### src/hdl/ima9_pkg.sv
`default_nettype none

package ima9_pkg;

  localparam int unsigned STEP_W    = 15;
  localparam int unsigned IDX_W     = 7;
  localparam int unsigned PRED_W    = 16;
  localparam int unsigned SAMPLE_W  = 8;
  localparam int unsigned CODE_W    = 8;
  localparam int unsigned NIB_W     = 4;
  localparam logic [IDX_W-1:0] IDX_MAX = IDX_W'(88);

  // decoder state carried from one nibble to the next
  typedef struct packed {
    logic signed [PRED_W-1:0] pred;
    logic [IDX_W-1:0]         idx;
  } ima9_state_t;

  // standard ima step table, indexes past the end read the last entry
  function automatic logic [STEP_W-1:0] ima9_step(input logic [IDX_W-1:0] idx);
    logic [STEP_W-1:0] s;
    case (idx)
      7'd0:  s = 15'd7;     7'd1:  s = 15'd8;     7'd2:  s = 15'd9;
      7'd3:  s = 15'd10;    7'd4:  s = 15'd11;    7'd5:  s = 15'd12;
      7'd6:  s = 15'd13;    7'd7:  s = 15'd14;    7'd8:  s = 15'd16;
      7'd9:  s = 15'd17;    7'd10: s = 15'd19;    7'd11: s = 15'd21;
      7'd12: s = 15'd23;    7'd13: s = 15'd25;    7'd14: s = 15'd28;
      7'd15: s = 15'd31;    7'd16: s = 15'd34;    7'd17: s = 15'd37;
      7'd18: s = 15'd41;    7'd19: s = 15'd45;    7'd20: s = 15'd50;
      7'd21: s = 15'd55;    7'd22: s = 15'd60;    7'd23: s = 15'd66;
      7'd24: s = 15'd73;    7'd25: s = 15'd80;    7'd26: s = 15'd88;
      7'd27: s = 15'd97;    7'd28: s = 15'd107;   7'd29: s = 15'd118;
      7'd30: s = 15'd130;   7'd31: s = 15'd143;   7'd32: s = 15'd157;
      7'd33: s = 15'd173;   7'd34: s = 15'd190;   7'd35: s = 15'd209;
      7'd36: s = 15'd230;   7'd37: s = 15'd253;   7'd38: s = 15'd279;
      7'd39: s = 15'd307;   7'd40: s = 15'd337;   7'd41: s = 15'd371;
      7'd42: s = 15'd408;   7'd43: s = 15'd449;   7'd44: s = 15'd494;
      7'd45: s = 15'd544;   7'd46: s = 15'd598;   7'd47: s = 15'd658;
      7'd48: s = 15'd724;   7'd49: s = 15'd796;   7'd50: s = 15'd876;
      7'd51: s = 15'd963;   7'd52: s = 15'd1060;  7'd53: s = 15'd1166;
      7'd54: s = 15'd1282;  7'd55: s = 15'd1411;  7'd56: s = 15'd1552;
      7'd57: s = 15'd1707;  7'd58: s = 15'd1878;  7'd59: s = 15'd2066;
      7'd60: s = 15'd2272;  7'd61: s = 15'd2499;  7'd62: s = 15'd2749;
      7'd63: s = 15'd3024;  7'd64: s = 15'd3327;  7'd65: s = 15'd3660;
      7'd66: s = 15'd4026;  7'd67: s = 15'd4428;  7'd68: s = 15'd4871;
      7'd69: s = 15'd5358;  7'd70: s = 15'd5894;  7'd71: s = 15'd6484;
      7'd72: s = 15'd7132;  7'd73: s = 15'd7845;  7'd74: s = 15'd8630;
      7'd75: s = 15'd9493;  7'd76: s = 15'd10442; 7'd77: s = 15'd11487;
      7'd78: s = 15'd12635; 7'd79: s = 15'd13899; 7'd80: s = 15'd15289;
      7'd81: s = 15'd16818; 7'd82: s = 15'd18500; 7'd83: s = 15'd20350;
      7'd84: s = 15'd22385; 7'd85: s = 15'd24623; 7'd86: s = 15'd27086;
      7'd87: s = 15'd29794;
      default: s = 15'd32767;
    endcase
    return s;
  endfunction

  // step index adjustment chosen by the low three code bits
  function automatic logic [4:0] ima9_idx_move(input logic [2:0] mag);
    logic [4:0] m;
    case (mag)
      3'd4:    m = 5'd2;
      3'd5:    m = 5'd4;
      3'd6:    m = 5'd7;
      3'd7:    m = 5'd12;
      default: m = 5'b11111;
    endcase
    return m;
  endfunction

endpackage

`default_nettype wire

### src/hdl/ima9_nib_dec.sv
`default_nettype none

module ima9_nib_dec
  import ima9_pkg::*;
(
  input  wire ima9_state_t       st_i,
  input  wire logic [NIB_W-1:0]  code_i,
  output ima9_state_t            st_o
);

  logic [STEP_W-1:0]   step;
  logic [STEP_W+1:0]   mag;
  logic [STEP_W+2:0]   diff;
  logic [PRED_W+2:0]   sum;
  logic [4:0]          move;
  logic [IDX_W:0]      idx_sum;
  logic [PRED_W-1:0]   pred_sat;
  logic [IDX_W-1:0]    idx_clamp;

  // difference magnitude from the step and code bits
  always_comb begin
    step = ima9_step(st_i.idx);
    mag  = (STEP_W+2)'(step >> 3);
    if (code_i[0]) begin
      mag = mag + (STEP_W+2)'(step >> 2);
    end
    if (code_i[1]) begin
      mag = mag + (STEP_W+2)'(step >> 1);
    end
    if (code_i[2]) begin
      mag = mag + (STEP_W+2)'(step);
    end
    if (code_i[2:0] == 3'b111) begin
      mag = mag + (STEP_W+2)'(step >> 1);
    end
    diff = code_i[3] ? -{1'b0, mag} : {1'b0, mag};
  end

  // predictor update with saturation
  always_comb begin
    sum = {{3{st_i.pred[PRED_W-1]}}, st_i.pred} + {diff[STEP_W+2], diff};
    if (sum[PRED_W+2] && !(&sum[PRED_W+1:PRED_W-1])) begin
      pred_sat = {1'b1, {(PRED_W-1){1'b0}}};
    end else if (!sum[PRED_W+2] && (|sum[PRED_W+1:PRED_W-1])) begin
      pred_sat = {1'b0, {(PRED_W-1){1'b1}}};
    end else begin
      pred_sat = sum[PRED_W-1:0];
    end
  end

  // step index update, clamped to the table range
  always_comb begin
    move    = ima9_idx_move(code_i[2:0]);
    idx_sum = {1'b0, st_i.idx} + {{(IDX_W-4){move[4]}}, move};
    if (idx_sum[IDX_W]) begin
      idx_clamp = '0;
    end else if (idx_sum[IDX_W-1:0] > IDX_MAX) begin
      idx_clamp = IDX_MAX;
    end else begin
      idx_clamp = idx_sum[IDX_W-1:0];
    end
  end

  assign st_o = {pred_sat, idx_clamp};

endmodule

`default_nettype wire

### src/hdl/ima9_adpcm_decoder_top.sv
`default_nettype none

// 4-bit ima-style adpcm decoder. Each input word carries two codes in
// in_tdata (low nibble decoded first) and a restart flag in in_tuser that
// clears the predictor and step index before the word is decoded. Each
// input word yields one output word with two signed 8-bit samples, the top
// byte of the 16-bit saturating predictor after each nibble. Words pass an
// input register and an output register; both nibble steps are decoded
// combinationally between them, so one word is taken per clock while the
// output is not stalled; a result enters the output register when its
// word leaves the input register. Backpressure on the output holds both
// registers, and in_tready follows out_tready while the pipeline is full.
module ima9_adpcm_decoder_top
  import ima9_pkg::*;
(
  input  wire logic        clk,
  input  wire logic        rst_n,
  input  wire logic        in_tvalid,
  output logic             in_tready,
  input  wire logic [7:0]  in_tdata,   // [7:0] code_byte
  input  wire logic        in_tuser,   // [0] restart
  output logic             out_tvalid,
  input  wire logic        out_tready,
  output logic [15:0]      out_tdata   // [7:0] first_sample, [15:8] second_sample
);

  logic                 s1_valid_r;
  logic [CODE_W-1:0]    s1_code_r;
  logic                 s1_restart_r;
  ima9_state_t          st_r;
  ima9_state_t          st_nxt;
  logic                 out_valid_r;
  logic [2*SAMPLE_W-1:0] out_data_r;
  logic [2*SAMPLE_W-1:0] out_data_nxt;
  ima9_state_t          st_start;
  ima9_state_t          st_mid;
  logic                 s2_load;
  logic                 in_take;

  // handshake between the two register stages
  assign s2_load   = s1_valid_r && (!out_valid_r || out_tready);
  assign in_tready = !s1_valid_r || s2_load;
  assign in_take   = in_tvalid && in_tready;

  // restart clears the state before the first nibble
  always_comb begin
    if (s1_restart_r) begin
      st_start = '0;
    end else begin
      st_start = st_r;
    end
  end

  // two chained nibble steps
  ima9_nib_dec u_nib_lo (
    .st_i   (st_start),
    .code_i (s1_code_r[NIB_W-1:0]),
    .st_o   (st_mid)
  );

  ima9_nib_dec u_nib_hi (
    .st_i   (st_mid),
    .code_i (s1_code_r[CODE_W-1:NIB_W]),
    .st_o   (st_nxt)
  );

  assign out_data_nxt = {st_nxt.pred[PRED_W-1 -: SAMPLE_W],
                         st_mid.pred[PRED_W-1 -: SAMPLE_W]};

  // input word register
  always_ff @(posedge clk) begin
    if (!rst_n) begin
      s1_valid_r <= 1'b0;
    end else if (in_tready) begin
      s1_valid_r <= in_tvalid;
    end
    if (in_take) begin
      s1_code_r    <= in_tdata;
      s1_restart_r <= in_tuser;
    end
  end

  // decoder state and output word register
  always_ff @(posedge clk) begin
    if (!rst_n) begin
      st_r        <= '0;
      out_valid_r <= 1'b0;
    end else begin
      if (s2_load) begin
        st_r        <= st_nxt;
        out_valid_r <= 1'b1;
      end else if (out_tready) begin
        out_valid_r <= 1'b0;
      end
    end
    if (s2_load) begin
      out_data_r <= out_data_nxt;
    end
  end

  assign out_tvalid = out_valid_r;
  assign out_tdata  = out_data_r;

  // step index stays inside the table
  a_idx_range: assert property (@(posedge clk) disable iff (!rst_n)
    st_r.idx <= IDX_MAX)
    else $error("step index out of range");

  // a restart with a zero-step first code yields a silent first sample
  a_restart_zero: assert property (@(posedge clk) disable iff (!rst_n)
    s2_load && s1_restart_r && (s1_code_r[2:0] == 3'b000)
    |=> out_tdata[SAMPLE_W-1:0] == '0)
    else $error("restart did not clear predictor");

  // a waiting input word is not dropped while the output stalls
  a_s1_hold: assert property (@(posedge clk) disable iff (!rst_n)
    s1_valid_r && !s2_load |=> s1_valid_r && $stable(s1_code_r))
    else $error("input word lost under stall");

  // decoder state only moves when a word passes to the output register
  a_state_hold: assert property (@(posedge clk) disable iff (!rst_n)
    !s2_load |=> $stable(st_r))
    else $error("decoder state changed without a word");

endmodule

`default_nettype wire
### config.mk
export PLATFORM = sky130hd
export DESIGN_NAME = ima9_adpcm_decoder_top
export DESIGN_NICKNAME = d
export VERILOG_FILES = /design/src/hdl/ima9_pkg.sv /design/src/hdl/ima9_nib_dec.sv /design/src/hdl/ima9_adpcm_decoder_top.sv
export SDC_FILE = /design/constraint.sdc
export NUM_CORES = 1
export LEC_CHECK = 0
export ABC_AREA = 1
export BUFFER_PORTS_ARGS = -buffer_cell sky130_fd_sc_hd__buf_2
export CORE_UTILIZATION = 35
export CTS_CLUSTER_DIAMETER = 120
export DETAILED_ROUTE_END_ITERATION = 8
export PLACE_DENSITY = 0.53
export SYNTH_ARGS = -nofsm -noshare
export SYNTH_HDL_FRONTEND = slang
export SYNTH_SLANG_ARGS = --single-unit
### constraint.sdc
create_clock -name clk -period 14 [get_ports clk]
set_input_delay 1.4 -clock clk [delete_from_list [all_inputs] [get_ports clk]]
set_output_delay 1.4 -clock clk [all_outputs]
set_load 0.01 [all_outputs]
==> results.md <==
- The region available for standard cell placement spans 0.0386 sq mm.
- The placement-stage worst setup slack is 0.317 ns.
- VDD sags by at most 104 uV.
- The global-route wire length before repair is 71200 um.
- The run finished with clean final reports.
- The first detailed-routing pass took 5 iterations.
- The clock transition at the register clock pins on the worst setup and hold paths after CTS is 0.09 ns.
- The destination of the worst hold path is st_r[19].
- The startpoint of the most critical register-to-register path is st_r[0].
- The combinational share of power is 0.854.
- STA classifies the critical path startpoint as a flip-flop.
- In this run the power density over the cells is 167 mW/mm^2.
- By startpoint and endpoint, the worst setup path is classified as flip-flop to flip-flop.
- The mean instance size in the synthesized netlist is 6.04 sq um.
- The max capacitance violation total is 0.
- The post-detailed-route count of antenna-violating nets is 0.
- The die extent in x is 200 um.
- CTS placed an instance of clkbuf_16 at the clock tree root.
- Data on the critical path arrives at its endpoint at 12.92 ns.
- The number of buffers created by CTS is 5.
- ha_1 takes more of the synthesized area than any other cell.
- The average wire per cell in the routed design is 15.6 um.
- The number of design rule violations left after detail routing is 0.
- The routed design could run at a clock period as short as 12.69 ns.
- The via count normalized by instance count is 5.23.
- For the worst flop-to-flop path, the logic depth is 71.
- By area the synthesized netlist is led by ha_1 17%, nand2_1 14%, inv_1 7.9%.
- Among all stages on the critical path, the largest delay is contributed by fa_1.
- The synthesized design contains 25 enable-type register cells.
- Of the total power, registers draw 0.087.
- The die height is 200 um.
- The clock drives 50 sinks.
- In the global route stage, overall resource usage came out at 0.222.
- The dominant cell by count in the synthesized netlist is nand2_1.
- The share of final-layout standard cells stronger than drive strength 1 is 0.0877.
- For this run, the leading register cell type out of synthesis is edfxtp_1.
- The endpoint type of the worst setup path is a flip-flop.
- The longest clock path from root to sink contains 2 buffers.
- The worst hold path passes through 2 cells.
- The data required time of the worst path is 14.22 ns.
- The vias after detailed routing is 14762.
- The count of boundary I/O pins is 31.
- The final antenna diode count is 0.
- The critical path's largest stage delay is 0.41 ns.
- The reg-to-reg setup timing slack is 1.31 ns.
- The initial antenna violation count is 0.
- In this run the worst hold path is classified as flip-flop to flip-flop.
- The number of synthesis warnings is 0.
- The commonest cells after synthesis are 497 x nand2_1, 289 x inv_1, 237 x nor2_1.
- The net count after synthesis is 2479.
- For this run, the register share of the synthesized area comes to 0.0914.
- The later pin in the worst-skew pair is clocked with a latency of 0.32 ns.
- The switching power total is 1.43 mW.
- Of the available clock period, the critical path in the final layout requires 0.906.
- The final layout net count is 2514.
- Buffers inserted to repair hold after CTS numbered 0.
- The number of synthesized register bits is 50.
- The max-slew violation count came to 0.
- The total overflow reported by the global router is 0.
- The internal portion of the total power is 1.07 mW.
- The hold violation count in the final report was 0.
- The count of buffers inserted at the top-level ports is 30.
- The via count of the first global-routing pass is 13692.
- The global placement routability congestion is 0.975.
- In this run the number of H-tree levels came out at 2.
- In this run the critical register-to-register path is captured at st_r[15].
- The library cell appearing most often on the critical path is a21oi_1.
- The peak fanout along the critical path is 15.
- The upper clock frequency limit is 78.8 MHz.
- In this run, placement finished with an instance count of 2802.
- Of the post-synthesis cell area, the dominant cell type holds 0.172.
- Of all flip-flops after synthesis, the portion carrying an async set or reset was 0.
- The total leakage power is 7.24 nW.
- Summing every instance area after synthesis gives 0.0137 sq mm.
- The largest net degree at the start of global routing is 35.
- The relative max-transition margin is 0.327.
- Once layout is complete, the cells apart from fillers number 2822.
- The largest clock skew in the final design is 0.00856 ns.
- The number of inserted filler cells in the final layout is 4173.
- In the post-route analysis, the smallest setup slack over all paths is 1.31 ns.
- The floorplan step defined a die boundary enclosing 0.0399 sq mm.
- The part of the total power dissipated in the clock network is 0.058.
- Yosys mapped the design onto 60 distinct sky130hd cell types.
- The initialized floorplan defines 72 standard-cell rows.
- Setup violations remaining at the end of the flow were counted as 0.
- The signed area change from the synthesized netlist to the final layout is 9.00%.
- The violation count after the first detailed-route iteration is 1030.
- The TritonCTS clock tree is yes.
- The start point of the worst min-delay path is st_r[19].
- The fraction of power spent switching nets is 0.572.
- The final layout contains routed wiring with a total length of 44000 um.
- The initial utilization of the core area, before any placement, comes to 0.354.
- After legalization and detailed placement, the total HPWL measured 35700 um.
- The cell count after synthesis came out at 2268.
- The measured slew at the worst slew-check pin is 1.01 ns.
cell families (layout without fill, tap and decap cells):
logic type | Yosys count | after routing | share of synthesized area
simple gates | 997 | 997 | 0.314
compound gates | 529 | 529 | 0.220
buf+inv | 367 | 403 | 0.105
fa+ha+maj | 198 | 198 | 0.186
xor+xnor | 125 | 125 | 0.0819
flops | 50 | 50 | 0.0914
mux | 2 | 2 | 0.00146
what timing repair did:
action,4_1_cts,5_1_grt
buffers inserted,0,11
setup endpoints to repair,0,22
resized for setup,0,44
cell type report:
cell class,instances,area [sq um],share of cell area
multi-input cells,1851,11100,0.744
flip-flops and latches,50,1250,0.0839
inverters,301,1140,0.0761
well taps,518,648,0.0434
repair buffers,93,627,0.0420
clock buffers,5,125,0.00839
clock inverters,3,28.8,0.00193
repair inverters,1,5.00,0.000335
worst max-delay path, delay by kind of cell (launching register included):
kind                       cells  cell delay, ns
AOI/OAI and AO/OA             33            5.80
xor gates and xnor gates       6            1.02
adders and majority gates      8            2.80
buffers and inverters          7            0.86
DFF                            1            0.38
and+or+nand+nor               17            1.73
sequential cells by signal, indices dropped and copies added, names as in the netlist:
name and cells:
out_tdata 16, st_r 23, s1_restart_r 1, s1_code_r 8, out_tvalid 1, s1_valid_r 1
routing by layer:
metal  GRT usage  vias to the layer above  part of all wire
met1       0.311                     6640              0.49
met3      0.0170                       75             0.042
met2       0.360                      380              0.44
met5           0                        -                 0
met4      0.0664                        0             0.027
li1            -                     7667                 -
power groups by stage:
stage	combinational, mW	sequential [mW]	clock (mW)
3_5_place_dp	2.06	0.222	0
3_3_place_gp	2.06	0.222	0
2_1_floorplan	1.60	0.224	0
4_1_cts	2.07	0.219	0.150
6_report	2.13	0.217	0.145
5_1_grt	2.43	0.222	0.151
worst max-delay path by stage:
stage / start / to / slack (ns) / cells after the start
finish: st_r[0] / st_r[15] / 1.31 / 71
global route: s1_restart_r / st_r[19] / -0.002 / 76
CTS: st_r[0] / st_r[12] / 0.26 / 74
detailed placement: st_r[0] / st_r[12] / 0.32 / 74
global placement: st_r[0] / st_r[13] / 0.49 / 78
floorplan: s1_restart_r / out_tdata[8] / 1.01 / 70
stage by stage:
stage                     cell area [sq um]  power (mW)  hold slack, ns  setup TNS, ns   util
after floorplan                       13700        1.82           0.436              0      -
after global placement                14600        2.28           0.456              0  0.377
after detailed placement              14600        2.28           0.457              0  0.377
after CTS                             14700        2.44           0.470              0  0.381
after global routing                  14900        2.80           0.490       -0.00207  0.386
final                                 14900        2.49           0.466              0  0.386
layout by cell type, fill, tap and decap left out, types with 27 or more instances in the layout:
cell / netlist / final
xnor2_1: 45 / 45
o21ai_1: 36 / 48
buf_4: 5 / 62
inv_1: 289 / 286
a21oi_1: 187 / 182
nand2_1: 497 / 497
o21ai_0: 170 / 154
xor2_1: 78 / 78
nand3_1: 144 / 144
o21bai_1: 28 / 27
buf_2: 9 / 30
nor2_1: 237 / 230
ha_1: 188 / 187
Note: power is estimated with default switching activity, not from simulation.
